==> config.mk <==
export PLATFORM = sky130hd
export DESIGN_NAME = rotary_encoder_event_unit_flat
export DESIGN_NICKNAME = d
export VERILOG_FILES = /design/src/hdl/rotenc_pkg.sv /design/src/hdl/rotenc_in_if.sv /design/src/hdl/rotenc_out_if.sv /design/src/hdl/rotary_encoder_event_unit.sv /design/src/flat_wrapper.sv
export SDC_FILE = /design/constraint.sdc
export NUM_CORES = 1
export LEC_CHECK = 0
export BUFFER_PORTS_ARGS = -buffer_cell sky130_fd_sc_hd__buf_2
export CORE_MARGIN = 3
export CORE_UTILIZATION = 35
export DETAILED_ROUTE_END_ITERATION = 10
export GPL_TIMING_DRIVEN = 0
export PLACE_DENSITY_LB_ADDON = 0.05
export SLEW_MARGIN = 5
export SYNTH_ARGS = -nofsm -noshare
export SYNTH_HDL_FRONTEND = slang
export SYNTH_SLANG_ARGS = --single-unit
==> constraint.sdc <==
create_clock -name i_clk -period 13.05 [get_ports i_clk]
set_clock_uncertainty 0.15 [all_clocks]
set_input_delay 3.2625 -clock i_clk [delete_from_list [all_inputs] [get_ports i_clk]]
set_output_delay 3.2625 -clock i_clk [all_outputs]
set_load 0.02 [all_outputs]
==> src/hdl/rotenc_pkg.sv <==
`default_nettype none

package rotenc_pkg;

    // Field widths of the item and result channels.
    localparam int unsigned NOW_W   = 32;
    localparam int unsigned KIND_W  = 3;
    localparam int unsigned STEPS_W = 4;

    // Register file layout.
    localparam int unsigned CFG_ADDR_W = 5;
    localparam int unsigned CFG_DATA_W = 32;
    localparam int unsigned CFG_IDX_W  = 3;

    localparam logic [CFG_IDX_W-1:0] REG_ACCEL_THRESHOLD = 3'd0;
    localparam logic [CFG_IDX_W-1:0] REG_ACCEL_FACTOR    = 3'd1;
    localparam logic [CFG_IDX_W-1:0] REG_LONG_PRESS      = 3'd2;
    localparam logic [CFG_IDX_W-1:0] REG_DEBOUNCE        = 3'd3;
    localparam logic [CFG_IDX_W-1:0] REG_POLL_INTERVAL   = 3'd4;

    // Register widths and reset values.
    localparam int unsigned ACCEL_THR_W   = 10;
    localparam int unsigned ACCEL_FACT_W  = 4;
    localparam int unsigned LONG_PRESS_W  = 14;
    localparam int unsigned DEBOUNCE_W    = 10;
    localparam int unsigned POLL_INT_W    = 16;

    localparam logic [ACCEL_THR_W-1:0]  RST_ACCEL_THR  = 10'd40;
    localparam logic [ACCEL_FACT_W-1:0] RST_ACCEL_FACT = 4'd4;
    localparam logic [LONG_PRESS_W-1:0] RST_LONG_PRESS = 14'd800;
    localparam logic [DEBOUNCE_W-1:0]   RST_DEBOUNCE   = 10'd50;
    localparam logic [POLL_INT_W-1:0]   RST_POLL_INT   = 16'd1000;

    // Millisecond thresholds are kept scaled to microseconds.
    localparam int unsigned US_PER_MS = 1000;
    localparam int unsigned THR_US_W  = 20;
    localparam int unsigned LONG_US_W = 24;
    localparam int unsigned DEB_US_W  = 20;

    localparam int unsigned DEF_QUEUE_DEPTH = 16;

    typedef enum logic [KIND_W-1:0] {
        EV_NONE  = 3'd0,
        EV_CW    = 3'd1,
        EV_CCW   = 3'd2,
        EV_PRESS = 3'd3,
        EV_LONG  = 3'd4,
        EV_LOG   = 3'd5
    } t_event_kind;

    // Half-step from the previous and new A/B pair, index {prev, new}.
    function automatic logic signed [1:0] gray_delta(input logic [3:0] idx);
        logic signed [1:0] d;
        unique case (idx)
            4'd1, 4'd7, 4'd8, 4'd14: d = -2'sd1;
            4'd2, 4'd4, 4'd11, 4'd13: d = 2'sd1;
            default: d = 2'sd0;
        endcase
        return d;
    endfunction

endpackage

`default_nettype wire

==> src/hdl/rotenc_in_if.sv <==
`default_nettype none

interface rotenc_in_if;
    logic                            valid;
    logic                            ready;
    logic                            op;
    logic                            enc_a;
    logic                            enc_b;
    logic                            sw_level;
    logic                            log_level;
    logic [rotenc_pkg::NOW_W-1:0]    now_us;

    modport source (
        output valid, op, enc_a, enc_b, sw_level, log_level, now_us,
        input  ready
    );
    modport sink (
        input  valid, op, enc_a, enc_b, sw_level, log_level, now_us,
        output ready
    );
endinterface

`default_nettype wire

==> src/hdl/rotenc_out_if.sv <==
`default_nettype none

interface rotenc_out_if;
    logic                              valid;
    logic                              ready;
    logic [rotenc_pkg::KIND_W-1:0]     event_kind;
    logic [rotenc_pkg::STEPS_W-1:0]    step_count;
    logic                              button_held;

    modport source (
        output valid, event_kind, step_count, button_held,
        input  ready
    );
    modport sink (
        input  valid, event_kind, step_count, button_held,
        output ready
    );
endinterface

`default_nettype wire

==> src/hdl/rotary_encoder_event_unit.sv <==
`default_nettype none

// Rotary encoder event unit. Each transfer on i_in is either an encoder pin change (op 0)
// or a button poll (op 1), and each produces exactly one result transfer on o_out. A pin
// change decodes the A/B levels into half-steps; two half-steps in one direction queue a
// clockwise or counterclockwise event whose step count is the acceleration factor (or 1
// for a zero factor) when the gap to the previous detent is at least 1 ms and below the
// threshold. A poll samples both active-low buttons once the poll interval has passed,
// queues press, long press or logger press events on release, and then removes the
// oldest queued event and reports it (kind 0 with step count 0 when the queue is empty).
// The queue holds QUEUE_DEPTH-1 events; an event that finds it full is dropped. The unit
// takes one item per clock and delivers its result in the following cycle through an
// output register, so it sustains one item per cycle while o_out keeps up. Events live in
// a synchronous ring memory whose registered read port prefetches the slot at the queue
// tail; a slot written in the same cycle is forwarded. A poll may queue an encoder button
// event and a logger event together, so a slot carries one event plus a flag for a
// trailing logger press. Registers are written over APB at byte address 4*index and read
// back at field width; millisecond limits are scaled to microseconds when written.

module rotary_encoder_event_unit #(
    parameter int unsigned QUEUE_DEPTH = rotenc_pkg::DEF_QUEUE_DEPTH
) (
    input  wire                                  i_clk,
    input  wire                                  i_rst_n,
    rotenc_in_if.sink                            i_in,
    rotenc_out_if.source                         o_out,
    input  wire                                  psel,
    input  wire                                  penable,
    input  wire                                  pwrite,
    input  wire  [rotenc_pkg::CFG_ADDR_W-1:0]    paddr,
    input  wire  [rotenc_pkg::CFG_DATA_W-1:0]    pwdata,
    output logic [rotenc_pkg::CFG_DATA_W-1:0]    prdata,
    output logic                                 pready
);

    localparam int unsigned PTR_W = $clog2(QUEUE_DEPTH);
    localparam logic [PTR_W-1:0] PTR_LAST   = PTR_W'(QUEUE_DEPTH - 1);
    localparam logic [PTR_W-1:0] CNT_ROOM2  = PTR_W'(QUEUE_DEPTH - 2);
    localparam logic [31:0]      ONE_MS_US  = 32'(rotenc_pkg::US_PER_MS);

    typedef struct packed {
        rotenc_pkg::t_event_kind             kind;
        logic [rotenc_pkg::STEPS_W-1:0]      steps;
        logic                                log_extra;
    } t_slot;

    // Configuration registers and their microsecond-scaled copies.
    logic [rotenc_pkg::ACCEL_THR_W-1:0]   r_accel_thr;
    logic [rotenc_pkg::ACCEL_FACT_W-1:0]  r_accel_fact;
    logic [rotenc_pkg::LONG_PRESS_W-1:0]  r_long_press;
    logic [rotenc_pkg::DEBOUNCE_W-1:0]    r_debounce;
    logic [rotenc_pkg::POLL_INT_W-1:0]    r_poll_int;
    logic [rotenc_pkg::THR_US_W-1:0]      r_thr_us;
    logic [rotenc_pkg::LONG_US_W-1:0]     r_long_us;
    logic [rotenc_pkg::DEB_US_W-1:0]      r_deb_us;

    // Decoder and button state.
    logic [1:0]         r_quad,      n_quad;
    logic signed [1:0]  r_half,      n_half;
    logic [31:0]        r_det_time,  n_det_time;
    logic [31:0]        r_poll_time, n_poll_time;
    logic               r_sw_prev,   n_sw_prev;
    logic               r_sw_down,   n_sw_down;
    logic [31:0]        r_sw_time,   n_sw_time;
    logic               r_lg_prev,   n_lg_prev;
    logic               r_lg_down,   n_lg_down;
    logic [31:0]        r_lg_time,   n_lg_time;

    // Event ring.
    t_slot              r_mem [QUEUE_DEPTH];
    t_slot              r_rd;
    logic [PTR_W-1:0]   r_head,  n_head;
    logic [PTR_W-1:0]   r_tail,  n_tail;
    logic [PTR_W-1:0]   r_count, n_count;
    logic               r_sub,   n_sub;

    // Output register.
    logic                               r_out_valid;
    logic [rotenc_pkg::KIND_W-1:0]      r_out_kind,  n_out_kind;
    logic [rotenc_pkg::STEPS_W-1:0]     r_out_steps, n_out_steps;

    logic        acc;
    logic        cfg_we;
    logic [rotenc_pkg::CFG_IDX_W-1:0] cfg_idx;

    // Combinational work signals.
    logic [1:0]                    pin_pair;
    logic signed [1:0]             half_d;
    logic signed [2:0]             half_sum;
    logic [31:0]                   det_gap;
    logic [31:0]                   poll_gap;
    logic [31:0]                   sw_held;
    logic [31:0]                   lg_held;
    logic                          want0;
    logic                          want1;
    logic                          push0;
    logic                          push1;
    t_slot                         w_slot;
    t_slot                         pop_slot;
    logic [PTR_W:0]                total;
    logic                          pop;

    assign acc        = i_in.valid && i_in.ready;
    assign i_in.ready = !r_out_valid || o_out.ready;

    assign o_out.valid       = r_out_valid;
    assign o_out.event_kind  = r_out_kind;
    assign o_out.step_count  = r_out_steps;
    assign o_out.button_held = r_sw_down;

    // APB register file: always ready, written on the access phase.
    assign pready  = 1'b1;
    assign cfg_we  = psel && penable && pwrite;
    assign cfg_idx = paddr[rotenc_pkg::CFG_ADDR_W-1:2];

    always_comb begin
        unique case (cfg_idx)
            rotenc_pkg::REG_ACCEL_THRESHOLD: prdata = 32'(r_accel_thr);
            rotenc_pkg::REG_ACCEL_FACTOR:    prdata = 32'(r_accel_fact);
            rotenc_pkg::REG_LONG_PRESS:      prdata = 32'(r_long_press);
            rotenc_pkg::REG_DEBOUNCE:        prdata = 32'(r_debounce);
            rotenc_pkg::REG_POLL_INTERVAL:   prdata = 32'(r_poll_int);
            default:                         prdata = '0;
        endcase
    end

    always_ff @(posedge i_clk) begin
        if (!i_rst_n) begin
            r_accel_thr  <= rotenc_pkg::RST_ACCEL_THR;
            r_accel_fact <= rotenc_pkg::RST_ACCEL_FACT;
            r_long_press <= rotenc_pkg::RST_LONG_PRESS;
            r_debounce   <= rotenc_pkg::RST_DEBOUNCE;
            r_poll_int   <= rotenc_pkg::RST_POLL_INT;
            r_thr_us     <= rotenc_pkg::THR_US_W'(32'(rotenc_pkg::RST_ACCEL_THR)
                                                 * rotenc_pkg::US_PER_MS);
            r_long_us    <= rotenc_pkg::LONG_US_W'(32'(rotenc_pkg::RST_LONG_PRESS)
                                                  * rotenc_pkg::US_PER_MS);
            r_deb_us     <= rotenc_pkg::DEB_US_W'(32'(rotenc_pkg::RST_DEBOUNCE)
                                                 * rotenc_pkg::US_PER_MS);
        end else if (cfg_we) begin
            unique case (cfg_idx)
                rotenc_pkg::REG_ACCEL_THRESHOLD: begin
                    r_accel_thr <= pwdata[rotenc_pkg::ACCEL_THR_W-1:0];
                    r_thr_us    <= rotenc_pkg::THR_US_W'(
                        32'(pwdata[rotenc_pkg::ACCEL_THR_W-1:0]) * rotenc_pkg::US_PER_MS);
                end
                rotenc_pkg::REG_ACCEL_FACTOR: begin
                    r_accel_fact <= pwdata[rotenc_pkg::ACCEL_FACT_W-1:0];
                end
                rotenc_pkg::REG_LONG_PRESS: begin
                    r_long_press <= pwdata[rotenc_pkg::LONG_PRESS_W-1:0];
                    r_long_us    <= rotenc_pkg::LONG_US_W'(
                        32'(pwdata[rotenc_pkg::LONG_PRESS_W-1:0]) * rotenc_pkg::US_PER_MS);
                end
                rotenc_pkg::REG_DEBOUNCE: begin
                    r_debounce <= pwdata[rotenc_pkg::DEBOUNCE_W-1:0];
                    r_deb_us   <= rotenc_pkg::DEB_US_W'(
                        32'(pwdata[rotenc_pkg::DEBOUNCE_W-1:0]) * rotenc_pkg::US_PER_MS);
                end
                rotenc_pkg::REG_POLL_INTERVAL: begin
                    r_poll_int <= pwdata[rotenc_pkg::POLL_INT_W-1:0];
                end
                default: begin
                end
            endcase
        end
    end

    // Item processing. All differences of time stamps wrap modulo 2^32, and a
    // comparison against a millisecond limit is done on the scaled microsecond value,
    // which gives the same answer as comparing whole milliseconds.
    always_comb begin
        n_quad      = r_quad;
        n_half      = r_half;
        n_det_time  = r_det_time;
        n_poll_time = r_poll_time;
        n_sw_prev   = r_sw_prev;
        n_sw_down   = r_sw_down;
        n_sw_time   = r_sw_time;
        n_lg_prev   = r_lg_prev;
        n_lg_down   = r_lg_down;
        n_lg_time   = r_lg_time;
        n_head      = r_head;
        n_tail      = r_tail;
        n_count     = r_count;
        n_sub       = r_sub;
        n_out_kind  = rotenc_pkg::EV_NONE;
        n_out_steps = '0;

        want0        = 1'b0;
        want1        = 1'b0;
        w_slot       = '{kind: rotenc_pkg::EV_NONE, steps: '0, log_extra: 1'b0};

        pin_pair = {i_in.enc_a, i_in.enc_b};
        half_d   = rotenc_pkg::gray_delta({r_quad, pin_pair});
        half_sum = 3'(r_half) + 3'(half_d);
        det_gap  = i_in.now_us - r_det_time;
        poll_gap = i_in.now_us - r_poll_time;
        sw_held  = i_in.now_us - r_sw_time;
        lg_held  = i_in.now_us - r_lg_time;

        if (i_in.op == 1'b0) begin
            n_quad = pin_pair;
            if (half_d != 2'sd0) begin
                if (half_sum >= 3'sd2 || half_sum <= -3'sd2) begin
                    n_half       = 2'sd0;
                    n_det_time   = i_in.now_us;
                    want0        = 1'b1;
                    w_slot.kind  = (half_sum > 3'sd0) ? rotenc_pkg::EV_CW
                                                      : rotenc_pkg::EV_CCW;
                    w_slot.steps = 4'd1;
                    if (det_gap >= ONE_MS_US && det_gap < 32'(r_thr_us)) begin
                        w_slot.steps = (r_accel_fact == '0) ? 4'd1 : r_accel_fact;
                    end
                end else begin
                    n_half = half_sum[1:0];
                end
            end
        end else if (poll_gap >= 32'(r_poll_int)) begin
            n_poll_time = i_in.now_us;
            if (i_in.sw_level != r_sw_prev) begin
                n_sw_prev = i_in.sw_level;
                if (i_in.sw_level == 1'b0) begin
                    n_sw_down = 1'b1;
                    n_sw_time = i_in.now_us;
                end else if (r_sw_down) begin
                    n_sw_down = 1'b0;
                    if (sw_held >= 32'(r_long_us)) begin
                        want0       = 1'b1;
                        w_slot.kind = rotenc_pkg::EV_LONG;
                    end else if (sw_held >= 32'(r_deb_us)) begin
                        want0       = 1'b1;
                        w_slot.kind = rotenc_pkg::EV_PRESS;
                    end
                end
            end
            if (i_in.log_level != r_lg_prev) begin
                n_lg_prev = i_in.log_level;
                if (i_in.log_level == 1'b0) begin
                    n_lg_down = 1'b1;
                    n_lg_time = i_in.now_us;
                end else if (r_lg_down) begin
                    n_lg_down = 1'b0;
                    if (lg_held >= 32'(r_deb_us)) begin
                        // A logger press behind an encoder button event rides in the
                        // same slot as its trailing flag.
                        if (want0) begin
                            want1 = 1'b1;
                        end else begin
                            want0       = 1'b1;
                            w_slot.kind = rotenc_pkg::EV_LOG;
                        end
                    end
                end
            end
            if (want0) begin
                w_slot.steps = 4'd1;
            end
        end

        // Room checks: the ring takes at most QUEUE_DEPTH-1 events.
        push0 = want0 && (r_count != PTR_LAST);
        push1 = want1 && (QUEUE_DEPTH > 2) && (r_count < CNT_ROOM2);
        w_slot.log_extra = push1;

        if (push0) begin
            n_head = (r_head == PTR_LAST) ? '0 : r_head + 1'b1;
        end

        // The poll dequeues after its own pushes; an empty ring pops the slot that is
        // being written right now.
        total    = {1'b0, r_count} + (PTR_W+1)'(push0) + (PTR_W+1)'(push1);
        pop      = (i_in.op == 1'b1) && (total != '0);
        pop_slot = (r_count == '0) ? w_slot : r_rd;

        if (pop) begin
            if (r_sub && r_count != '0) begin
                n_out_kind  = rotenc_pkg::EV_LOG;
                n_out_steps = 4'd1;
                n_sub       = 1'b0;
                n_tail      = (r_tail == PTR_LAST) ? '0 : r_tail + 1'b1;
            end else begin
                n_out_kind  = pop_slot.kind;
                n_out_steps = pop_slot.steps;
                if (pop_slot.log_extra) begin
                    n_sub = 1'b1;
                end else begin
                    n_tail = (r_tail == PTR_LAST) ? '0 : r_tail + 1'b1;
                end
            end
        end

        n_count = PTR_W'(total - (PTR_W+1)'(pop));
    end

    always_ff @(posedge i_clk) begin
        if (!i_rst_n) begin
            r_quad      <= 2'b11;
            r_half      <= 2'sd0;
            r_det_time  <= '0;
            r_poll_time <= '0;
            r_sw_prev   <= 1'b1;
            r_sw_down   <= 1'b0;
            r_sw_time   <= '0;
            r_lg_prev   <= 1'b1;
            r_lg_down   <= 1'b0;
            r_lg_time   <= '0;
            r_head      <= '0;
            r_tail      <= '0;
            r_count     <= '0;
            r_sub       <= 1'b0;
            r_out_valid <= 1'b0;
        end else begin
            if (acc) begin
                r_quad      <= n_quad;
                r_half      <= n_half;
                r_det_time  <= n_det_time;
                r_poll_time <= n_poll_time;
                r_sw_prev   <= n_sw_prev;
                r_sw_down   <= n_sw_down;
                r_sw_time   <= n_sw_time;
                r_lg_prev   <= n_lg_prev;
                r_lg_down   <= n_lg_down;
                r_lg_time   <= n_lg_time;
                r_head      <= n_head;
                r_tail      <= n_tail;
                r_count     <= n_count;
                r_sub       <= n_sub;
            end
            if (acc) begin
                r_out_valid <= 1'b1;
            end else if (o_out.ready) begin
                r_out_valid <= 1'b0;
            end
        end
    end

    always_ff @(posedge i_clk) begin
        if (acc) begin
            r_out_kind  <= n_out_kind;
            r_out_steps <= n_out_steps;
        end
    end

    // Ring memory: one write port at the head, one registered read port that
    // prefetches the slot at the next tail, bypassing a write to that same slot.
    always_ff @(posedge i_clk) begin
        if (acc && push0) begin
            r_mem[r_head] <= w_slot;
        end
        if (acc && push0 && (n_tail == r_head)) begin
            r_rd <= w_slot;
        end else if (acc) begin
            r_rd <= r_mem[n_tail];
        end else begin
            r_rd <= r_mem[r_tail];
        end
    end

endmodule

`default_nettype wire

==> src/flat_wrapper.sv <==
// flat-port wrapper written by rule: the top's interface ports become plain ports
module rotary_encoder_event_unit_flat 
#(
    parameter int unsigned QUEUE_DEPTH = rotenc_pkg::DEF_QUEUE_DEPTH
)
  (i_clk, i_rst_n, psel, penable, pwrite, paddr, pwdata, prdata, pready, i_in_valid, i_in_op, i_in_enc_a, i_in_enc_b, i_in_sw_level, i_in_log_level, i_in_now_us, i_in_ready, o_out_valid, o_out_event_kind, o_out_step_count, o_out_button_held, o_out_ready);
  rotenc_in_if i_in_i ();
  rotenc_out_if o_out_i ();
  input  wire i_clk;
  input  wire i_rst_n;
  input  wire psel;
  input  wire penable;
  input  wire pwrite;
  input  wire  [rotenc_pkg::CFG_ADDR_W-1:0] paddr;
  input  wire  [rotenc_pkg::CFG_DATA_W-1:0] pwdata;
  output logic [rotenc_pkg::CFG_DATA_W-1:0] prdata;
  output logic pready;
  input wire logic [$bits(i_in_i.valid)-1:0] i_in_valid;
  input wire logic [$bits(i_in_i.op)-1:0] i_in_op;
  input wire logic [$bits(i_in_i.enc_a)-1:0] i_in_enc_a;
  input wire logic [$bits(i_in_i.enc_b)-1:0] i_in_enc_b;
  input wire logic [$bits(i_in_i.sw_level)-1:0] i_in_sw_level;
  input wire logic [$bits(i_in_i.log_level)-1:0] i_in_log_level;
  input wire logic [$bits(i_in_i.now_us)-1:0] i_in_now_us;
  output wire logic [$bits(i_in_i.ready)-1:0] i_in_ready;
  output wire logic [$bits(o_out_i.valid)-1:0] o_out_valid;
  output wire logic [$bits(o_out_i.event_kind)-1:0] o_out_event_kind;
  output wire logic [$bits(o_out_i.step_count)-1:0] o_out_step_count;
  output wire logic [$bits(o_out_i.button_held)-1:0] o_out_button_held;
  input wire logic [$bits(o_out_i.ready)-1:0] o_out_ready;
  assign i_in_i.valid = i_in_valid;
  assign i_in_i.op = i_in_op;
  assign i_in_i.enc_a = i_in_enc_a;
  assign i_in_i.enc_b = i_in_enc_b;
  assign i_in_i.sw_level = i_in_sw_level;
  assign i_in_i.log_level = i_in_log_level;
  assign i_in_i.now_us = i_in_now_us;
  assign i_in_ready = i_in_i.ready;
  assign o_out_valid = o_out_i.valid;
  assign o_out_event_kind = o_out_i.event_kind;
  assign o_out_step_count = o_out_i.step_count;
  assign o_out_button_held = o_out_i.button_held;
  assign o_out_i.ready = o_out_ready;
  rotary_encoder_event_unit #(.QUEUE_DEPTH(QUEUE_DEPTH)) u_core (.i_clk(i_clk), .i_rst_n(i_rst_n), .i_in(i_in_i), .o_out(o_out_i), .psel(psel), .penable(penable), .pwrite(pwrite), .paddr(paddr), .pwdata(pwdata), .prdata(prdata), .pready(pready));
endmodule
Word level (Yosys, flattened, before mapping)
Memory sizes are Yosys's and may differ from the RTL's. A register that Yosys moved wholly into a read port is not among the register bits.
Index checks and enable logic that the tools add are counted.

cells by class
  eq/ne operators = 10
  bitwise gates (word level) = 4
  mux-type cells = 64
  add/subtract/negate cells = 10
  reduce and logical (&&, ||, !) cells = 37
  $mul = 2
  $lt $le $gt $ge = 10

operator list
  cell                     number
  $sub A32 B32 Y32         4
  $pmux W16 S5             1
  $ge A32 B20 Y1           2
  $mux W4                  9
  $mux W1                  34
  $ge A32 B10 Y1 const B   1
  $ge A32 B16 Y1           1
  $ge A32 B24 Y1           1
  $lt A32 B20 Y1           1
  $mux W3                  10
  $mux W7                  4
  $mux W8                  3
  $mul A14 B7 Y21 const B  1
  $mul A10 B7 Y17 const B  1
  $reduce_and A2 Y1        7
  $reduce_and A4 Y1        3
  $logic_and A1 B1 Y1      10
  $reduce_and A5 Y1        2
  $reduce_and A3 Y1        3
  $add A4 B1 Y4 const B    2
  $eq A4 B4 Y1 const B     2
  $logic_not A4 Y1         2
  $eq A3 B2 Y1 const B     2
  $mux W2                  3
  other kinds (21)         28

word-level totals
  bits in registers = 274
  memories = 2
  memory bits (read-only) = 32
  output and inout port bits = 43
  input bits = 81
  bits in writable memories = 128

memories
  name             depth  bits a word  read ports  clocked after memory_dff  write ports  line                             RTL
  u_core.r_mem     16     8            2           1                         1            rotary_encoder_event_unit.sv:70  t_slot r_mem [QUEUE_DEPTH];
  (no name shown)  16     2            1           0                         0            rotenc_pkg.sv:54                 unique case (idx)

Logic depth before layout (Yosys ltp)
Gate-level depths: netlist of run 1.

  word-level depth = 26
  depth in mapped cells = 45
  depth with buffers taken out = 42

Worst setup path before layout of run 1
OpenSTA, ideal clock, no wires.

  kind = input-to-reg
  from = input i_in_now_us[1]
  to = register u_core.r_rd[1] (netlist bit)
  setup time = 121 ps
  required time = 12779 ps
  stages = 38
  path buffers = 3
  setup slack = 2614 ps
  data arrival time = 10165 ps
  cell sequence = ha_1 nor2b_1 o31a_1 or3_1 a41o_1 a21oi_1 o21bai_1 xor2_1 ha_1 and4_1 nand2_1 a21o_1 a31oi_1 o32ai_1 o2111a_1 o2111a_1 and4_1 nor2_2 [... 2 more ...] inv_1 fa_1 inv_1 ha_1 nand3_1 o21ai_0 nand3_1 nand2_1 clkbuf_1 o21ai_0 o22ai_2 buf_4 buf_4 mux2i_1 mux2i_1 mux2i_1 a311oi_1 mux2_2

on the way
  elaborated cells on any way between the ends = 55
  classes of those cells = 6 x add/sub; 6 x order compare; 1 x eq/ne; 34 x mux; 7 x reduce/logical; 1 x memory

RTL lines
  item                                                   line                                                                RTL
  from (decl)                                            flat_wrapper.sv:24                                                  input wire logic [$bits(i_in_i.now_us)-1:0] i_in_now_us;
  $sub A32 B32 Y32                                       rotary_encoder_event_unit.sv:199                                    sw_held = i_in.now_us - r_sw_time;
  $ge A32 B20 Y1                                         rotary_encoder_event_unit.sv:231                                    end else if (sw_held >= 32'(r_deb_us)) begin
  $mux W1                                                rotary_encoder_event_unit.sv:231
  $mux W1                                                rotary_encoder_event_unit.sv:228                                    if (sw_held >= 32'(r_long_us)) begin
  $mux W1                                                rotary_encoder_event_unit.sv:226                                    end else if (r_sw_down) begin
  $mux W1                                                rotary_encoder_event_unit.sv:223                                    if (i_in.sw_level == 1'b0) begin
  $mux W1                                                rotary_encoder_event_unit.sv:221                                    if (i_in.sw_level != r_sw_prev) begin
  $mux W1                                                rotary_encoder_event_unit.sv:219                                    end else if (poll_gap >= 32'(r_poll_int)) begin
  [... 9 more ...]                                       -
  named net u_core.push1                                 rotary_encoder_event_unit.sv:97                                     logic push1;
  $add A5 B1 Y5 / $mux W8 (equally long branches)        rotary_encoder_event_unit.sv:272, rotary_encoder_event_unit.sv:274
  $reduce_bool A5 Y1 / $mux W4 (equally long branches)   rotary_encoder_event_unit.sv:273, rotary_encoder_event_unit.sv:285
  $logic_and A1 B1 Y1 / $mux W4 (equally long branches)  rotary_encoder_event_unit.sv:273, rotary_encoder_event_unit.sv:277
  $mux W4 (*)                                            rotary_encoder_event_unit.sv:276                                    if (pop) begin
  $mem_v2 Z16 W8 / $eq A4 B4 Y1 (equally long branches)  -
  $mux W8 / $logic_and A1 B1 Y1 (equally long branches)  rotary_encoder_event_unit.sv:353, rotary_encoder_event_unit.sv:351
  $mux W8 (*)                                            rotary_encoder_event_unit.sv:351                                    if (acc && push0 && (n_tail == r_head)) begin
  to (signal assigned)                                   rotary_encoder_event_unit.sv:352                                    r_rd <= w_slot;
  to (signal assigned)                                   rotary_encoder_event_unit.sv:354                                    r_rd <= r_mem[n_tail];
  to (signal assigned)                                   rotary_encoder_event_unit.sv:356                                    r_rd <= r_mem[r_tail];
  to (decl)                                              rotary_encoder_event_unit.sv:71                                     t_slot r_rd;

Mark *: on every way through the listed nets, which the timed path passes. The rest lies on a longest branch. The select of a mux whose other input is x is not followed.
A chain may end at the register's enable or synchronous reset.

Worst setup path in the final report of run 1
  from = input i_in_now_us[1]
  to = register u_core.r_rd[4] (netlist bit)

on the way
  cells in the longest elaborated chain, start to end = 26
  elaborated cells on any way between the ends = 53
  classes of those cells = 6 x add/sub; 6 x order compare; 1 x eq/ne; 32 x mux; 7 x reduce/logical; 1 x memory

RTL lines
  item                                                   line                                                                RTL
  $sub A32 B32 Y32                                       rotary_encoder_event_unit.sv:199
  $ge A32 B20 Y1                                         rotary_encoder_event_unit.sv:231
  $mux W1                                                rotary_encoder_event_unit.sv:231
  $mux W1                                                rotary_encoder_event_unit.sv:228
  $mux W1                                                rotary_encoder_event_unit.sv:226
  $mux W1                                                rotary_encoder_event_unit.sv:223
  $mux W1                                                rotary_encoder_event_unit.sv:221
  $mux W1                                                rotary_encoder_event_unit.sv:219
  [... 10 more ...]                                      -
  $add A4 B1 Y5                                          rotary_encoder_event_unit.sv:272                                    total = {1'b0, r_count} + (PTR_W+1)'(push0) + (PTR_W+1)'(push1);
  $add A5 B1 Y5                                          rotary_encoder_event_unit.sv:272
  $reduce_bool A5 Y1                                     rotary_encoder_event_unit.sv:273                                    pop = (i_in.op == 1'b1) && (total != '0);
  $logic_and A1 B1 Y1                                    rotary_encoder_event_unit.sv:273
  $mux W4                                                rotary_encoder_event_unit.sv:276
  $mem_v2 Z16 W8 / $eq A4 B4 Y1 (equally long branches)  -
  $mux W8 / $logic_and A1 B1 Y1 (equally long branches)  rotary_encoder_event_unit.sv:353, rotary_encoder_event_unit.sv:351
  $mux W8 (*)                                            rotary_encoder_event_unit.sv:351

Every way passes the cells marked *; elsewhere a longest branch is shown, timed or not. The select of a mux whose other input is x is not followed.

==> out/qor.csv, run 1 <==
stage;metric;value;unit
worst_setup_path;cpPeakStageDelay;0.63;ns
worst_hold_path;hp-start;u_core.r_det_time[29]$_SDFFE_PN0P_;
synth;yosysTopAreaCellShare;17.8;%
worst_setup_path;startpoint_type;input port;
placed_design;numPortBuffers;85;
sta;fmax;81.1;MHz
sta;slew_headroom;8.81;%
synth;synth.most_common_cell;nand2_1;
worst_setup_path;critPathLaunch;i_in_now_us[1];
power_and_ir_drop;combPwrFrac;35.2;%
detailed_routing;avgViaCountPerCell;5.40;
clock_tree;postCtsHoldBufs;0;
power_and_ir_drop;switching_share;36.1;%
worst_setup_path;required;13.36;ns
clock_tree;cts-root-buf;clkbuf_16;
power_and_ir_drop;power;4270;µW
synth;yosysWarnings;0;
worst_setup_path;crit_slowest_cell;clkbuf_1;
sta;tightest_slew;1.36;ns
placed_design;placed_area;31900;µm²
power_and_ir_drop;peakVddDrop;0.0981;mV
clock_tree;cts_max_path_buffers;3;
floorplanning;die_height;298;µm
final_layout;fin_nets;3990;
sta;slew_viol_final;0;
synth;synth-edff-count;135;
synth;synthTopCellsByArea;dfxtp_1, edfxtp_1, ha_1, nand2_1, a21boi_0;
synth;async_flop_share;0;%
synth;yosysTopAreaCell;dfxtp_1;
run_status;outcome;complete, no violations;
power_and_ir_drop;power.density;127;nW/µm²
floorplanning;coreArea;84100;µm²
power_and_ir_drop;seqPwrFrac;31.5;%
floorplanning;rows;106;
floorplanning;io_pins;124;
synth;synth_common_cells;nand2_1, ha_1, inv_1;
global_route;antenna_found_initial;5;
worst_setup_path;critical_path_class;in -> reg;
worst_setup_path;r2r_cells;39;
synth;synth-seq-cells;400;
synth;ys_types;98;
synth;ys_seq_area_share;31.3;%
placed_design;hpwl;83400;µm
detailed_routing;dr.pass1.iters;5;
detailed_routing;drtIter0Drc;1922;
clock_tree;htree_levels;2;
sta;whs;0.312;ns
clock_tree;cts.clk_slew.worst_paths;0.06;ns
clock_tree;cts.sinks;400;
sta;period_minus_slack;12.34;ns
worst_setup_path;crit_top_cell;nand2_1;
worst_setup_path;reg2reg_slack;3.49;ns
worst_setup_path;cp-end-kind;flip-flop;
sta;hold_violations;0;
sta;rsz0062_at_grt;no;
sta;finalSetupTns;0;ns
floorplanning;die_w;298;µm
worst_setup_path;arrival;12.64;ns
synth;postSynthAreaPerCell;8.79;µm²
global_route;grt.total_usage;23.4;%
synth;syn_area;29900;µm²
final_layout;fin_area;33600;µm²
global_route;grt_max_degree;19;
clock_tree;cts_tree;built;
placed_design;place_congestion;0.939;
floorplanning;die-area;88800;µm²
detailed_routing;route.vias.total;25600;
flow_run;max_cap_violations;0;
worst_setup_path;r2r-start;u_core.r_lg_time[0]$_SDFFE_PN0P_;
final_layout;syn_to_final_growth;12.7;%
power_and_ir_drop;power_frac_clock;33.2;%
clock_tree;cts_buffers;50;
final_layout;multi_input_area;18800;µm²
final_layout;nFillCells;8607;
detailed_routing;routed_wl;106000;µm
worst_setup_path;critical_path.max_fanout;10;
power_and_ir_drop;leakage;0.0129;µW
worst_hold_path;min_to;u_core.r_det_time[29]$_SDFFE_PN0P_;
final_layout;drive_gt1_share;8.78;%
detailed_routing;avgRoutedWirePerCell;22.4;µm
power_and_ir_drop;p_sw;1540;µW
synth;synthCells;3398;
clock_tree;clkLatencyLatePin;0.62;ns
power_and_ir_drop;p_int;2730;µW
detailed_routing;drcViolationCount;0;
global_route;grt-ovfl-total;0;
worst_hold_path;whs_path_depth;2;
sta;setup_viol;0;
sta;finalCritPeriodShare;94.5;%
synth;synth_ff_type;dfxtp_1;
detailed_routing;ant_nets;0;
floorplanning;start_util;35.5;%
worst_hold_path;hold_path.class;reg -> reg;
global_route;grt_pass1_wl;159000;µm
worst_setup_path;reg2reg_to;u_core.r_rd[4]$_DFF_P_;
global_route;grt_pass1_vias;25100;
final_layout;register_area;9360;µm²
## how the worst max path moves through the flow
stage,end,cells past startpoint
after global routing,u_core.r_rd[4]$_DFF_P_,40
after global placement,u_core.r_rd[4]$_DFF_P_,40
after floorplan,u_core.r_rd[1]$_DFF_P_,38
after detailed placement,u_core.r_rd[4]$_DFF_P_,39
after CTS,u_core.r_rd[4]$_DFF_P_,39
final,u_core.r_rd[4]$_DFF_P_,40
## area by class of cell
class                      count  share of cell area (%)
antenna                        2                  0.0149
tap                         1134                    4.22
inverter                     289                    3.23
timing repair buffer          97                    1.62
buffer                       169                    2.30
clock inverter                22                   0.778
clock buffer                  69                    4.18
sequential                   400                    27.8
multi-input combinational   2555                    55.8
## metal layers
metal	global-route usage, %	routed length, µm	up-vias
met4	5.06	2150	4
met3	2.69	4730	117
met2	38.8	49000	644
met1	32.8	50100	12400
li1	-	-	12400
met5	0	34	-
## power groups by stage
stage | clock network, µW | registers (µW) | logic [µW]
finish | 1420 | 1350 | 1510
global route | 1500 | 1350 | 1690
CTS | 1460 | 1350 | 1520
detailed placement | 0 | 1370 | 1510
global placement | 0 | 1370 | 1490
floorplan | 0 | 1370 | 1060
## layout by cell type (no fill, tap or decap), drive strengths merged, types with 28 or more instances in the layout
cell,netlist,routed
a21boi,160,160
o21ai,136,136
buf,52,149
xnor2,82,82
nand2b,33,33
o211ai,53,53
a21o,51,51
o21a,28,28
clkbuf,117,186
nand3,82,82
nor3,44,44
and2,30,30
a21oi,191,191
xor2,36,36
mux4,41,41
nor2,170,170
nand2,512,512
inv,289,289
ha,292,292
mux2i,108,108
nand4,35,35
fa,55,55
a211oi,28,28
dfxtp,265,265
nor2b,64,64
edfxtp,135,135
## per-stage QoR
step / worst slack, ns / util [%] / cells
4_1_cts: 0.228 / 40.0 / 4735
3_3_place_gp: -0.929 / 37.8 / 4632
5_1_grt: 0.0579 / 40.0 / 4735
2_1_floorplan: 2.61 / - / 3413
3_5_place_dp: -0.455 / 38.0 / 4644
6_report: 0.714 / 40.0 / 4737
## cell families after synthesis
group,count (synthesis),share of synthesized area (%)
xor gates and xnor gates,118,3.46
adders and majority gates,347,15.9
DFF,400,31.3
buffers and inverters,458,6.21
other,2,0.0252
muxes,155,6.94
AOI/OAI and AO/OA,837,19.1
and+or+nand+nor,1081,17.0
## sequential cells by signal, summed over array words and instances, names as in the netlist, 3 cells and up, named ones only
register / cells
u_core.r_mem: 128
u_core.r_det_time: 32
u_core.r_lg_time: 32
u_core.r_poll_time: 32
u_core.r_sw_time: 32
u_core.r_long_us: 19
u_core.r_poll_int: 16
u_core.r_deb_us: 15
u_core.r_thr_us: 15
u_core.r_long_press: 14
u_core.r_accel_thr: 10
u_core.r_debounce: 10
u_core.r_rd: 8
u_core.o_out.step_count: 4
u_core.r_accel_fact: 4
u_core.r_count: 4
u_core.r_head: 4
u_core.r_tail: 4
u_core.o_out.event_kind: 3
## timing repair
action,4_1_cts,5_1_grt
endpoints found under the hold margin,0,0
resized for setup,0,5
endpoints found under the setup margin,0,6
setup buffers,0,0
## critical path, delay by kind of cell
family / cells / cell delay [ns]
XOR/XNOR: 1 / 0.19
AND/OR/NAND/NOR: 16 / 2.49
AO/OA/AOI/OAI: 13 / 3.55
adder cells (fa/ha/maj): 4 / 1.16
buffers and inverters: 6 / 1.95
Power figures use the tool's default switching activity.
==> run 2, diff against run 1 <==
clock period = 15.6 ns   (was 13.05 ns; I/O delays follow)
==> out/qor.csv, run 2 (synthesis gave the netlist of run 1 again) <==
stage;metric;value;unit
sta;slew_viol_final;0;
sta;period_minus_slack;13.55;ns
global_route;grt_pass1_vias;25100;
placed_design;hpwl;83400;µm
detailed_routing;drtIter0Drc;1891;
clock_tree;cts-root-buf;clkbuf_16;
sta;finalCritPeriodShare;86.9;%
worst_hold_path;hold_path.class;reg -> reg;
final_layout;register_area;9360;µm²
clock_tree;cts_resized;0;
final_layout;drive_gt1_share;8.75;%
clock_tree;cts_buffers;50;
sta;fmax;73.8;MHz
detailed_routing;route.vias.total;25600;
sta;setup_viol;0;
global_route;grt-ovfl-total;0;
power_and_ir_drop;leakage;0.0128;µW
worst_setup_path;reg2reg_slack;5.47;ns
global_route;antenna_found_initial;5;
clock_tree;cts.clk_slew.worst_paths;0.06;ns
worst_setup_path;required;15.95;ns
worst_setup_path;arrival;13.91;ns
worst_setup_path;crit_slowest_cell;a2111oi_0;
worst_setup_path;crit_top_cell;o21ai_0;
sta;slew_headroom;8.62;%
sta;tightest_slew;1.36;ns
final_layout;fin_nets;3990;
worst_hold_path;hp-start;u_core.r_det_time[29]$_SDFFE_PN0P_;
global_route;grt.total_usage;23.4;%
floorplanning;start_util;35.5;%
detailed_routing;drcViolationCount;0;
final_layout;final_common_cell;nand2_1;
final_layout;nFillCells;8607;
worst_setup_path;critical_path_class;in -> reg;
clock_tree;clkLatencyLatePin;0.62;ns
final_layout;fin_util;40.0;%
clock_tree;cts_tree;built;
worst_setup_path;r2r-start;u_core.r_lg_time[0]$_SDFFE_PN0P_;
power_and_ir_drop;power.density;106;nW/µm²
clock_tree;htree_levels;2;
sta;rsz0062_at_grt;no;
final_layout;largest_reg_flops;128;
placed_design;place_congestion;0.939;
worst_hold_path;whs_path_depth;2;
detailed_routing;avgRoutedWirePerCell;22.4;µm
worst_setup_path;cpPeakStageDelay;0.73;ns
global_route;grt_pass1_wl;159000;µm
worst_setup_path;reg2reg_to;u_core.r_rd[4]$_DFF_P_;
worst_hold_path;min_to;u_core.r_det_time[29]$_SDFFE_PN0P_;
floorplanning;die-area;88800;µm²
detailed_routing;ant_nets;0;
flow_run;max_cap_violations;0;
clock_tree;postCtsHoldBufs;0;
final_layout;syn_to_final_growth;12.6;%
detailed_routing;dr.pass1.iters;6;
placed_design;numPortBuffers;85;
floorplanning;coreArea;84100;µm²
floorplanning;rows;106;
sta;finalSetupTns;0;ns
worst_setup_path;critPathLaunch;i_in_now_us[1];
global_route;grt_max_degree;19;
clock_tree;cts_setup_buffers;0;
floorplanning;die_w;298;µm
run_status;outcome;complete, no violations;
detailed_routing;avgViaCountPerCell;5.41;
clock_tree;cts.sinks;400;
final_layout;multi_input_area;18800;µm²
final_layout;largest-register;u_core.r_mem;
power_and_ir_drop;peakVddDrop;0.0818;mV
sta;hold_violations;0;
worst_setup_path;r2r_cells;38;
worst_setup_path;cp-end-kind;flip-flop;
worst_setup_path;critical_path.max_fanout;10;
detailed_routing;routed_wl;106000;µm
final_layout;mostFrequentLayoutCells;nand2_1, ha_1, inv_1;
floorplanning;die_height;298;µm
worst_setup_path;startpoint_type;input port;
clock_tree;cts_max_path_buffers;3;
floorplanning;io_pins;124;
## run 2: worst max-delay path by stage
stage | to | slack, ns | cells past startpoint
after floorplan | u_core.r_rd[1]$_DFF_P_ | 4.53 | 38
after global placement | u_core.r_rd[4]$_DFF_P_ | 0.98 | 40
after detailed placement | u_core.r_rd[4]$_DFF_P_ | 1.46 | 39
after CTS | u_core.r_rd[4]$_DFF_P_ | 2.14 | 39
after global routing | u_core.r_rd[4]$_DFF_P_ | 1.40 | 39
final | u_core.r_rd[4]$_DFF_P_ | 2.05 | 39
## run 2: metal layers
| layer | vias to the layer above | share of wire [%] | track usage (%) |
|---|---|---|---|
| li1 | 12400 | - | - |
| met1 | 12500 | 47 | 32.8 |
| met2 | 648 | 46 | 38.8 |
| met3 | 103 | 4.3 | 2.69 |
| met4 | 4 | 2.0 | 5.06 |
| met5 | - | 0.032 | 0 |
## run 2: per-stage QoR
step | hold WS [ns] | total power [µW] | worst slack, ns | cells | area (µm²)
after floorplan | 0.290 | 2030 | 4.53 | 3413 | 29900
after global placement | 0.303 | 2390 | 0.984 | 4632 | 31800
after detailed placement | 0.308 | 2410 | 1.46 | 4644 | 31900
after CTS | 0.316 | 3610 | 2.14 | 4735 | 33600
after global routing | 0.334 | 3790 | 1.40 | 4735 | 33600
final | 0.312 | 3570 | 2.05 | 4737 | 33600
## run 2: final cells by class
cell class / instances / share of cell area [%]
antenna: 2 / 0.0149
buffer: 169 / 2.29
clock buffer: 69 / 4.18
clock inverter: 22 / 0.778
inverter: 289 / 3.23
multi-input combinational: 2555 / 55.8
sequential: 400 / 27.8
tap: 1134 / 4.22
timing repair buffer: 97 / 1.62
## run 2: power by group
part	internal, µW	total [µW]	switching (µW)
sequential	1110	1130	19.5
combinational	491	1260	768
clock	685	1190	503
total	2280	3570	1290
## run 2: critical path: cells and delay by family
family / cells / cell delay, ns
compound gates: 15 / 4.75
simple gates: 13 / 2.27
fa+ha+maj: 4 / 1.16
xor+xnor: 1 / 0.19
buf+inv: 6 / 1.59
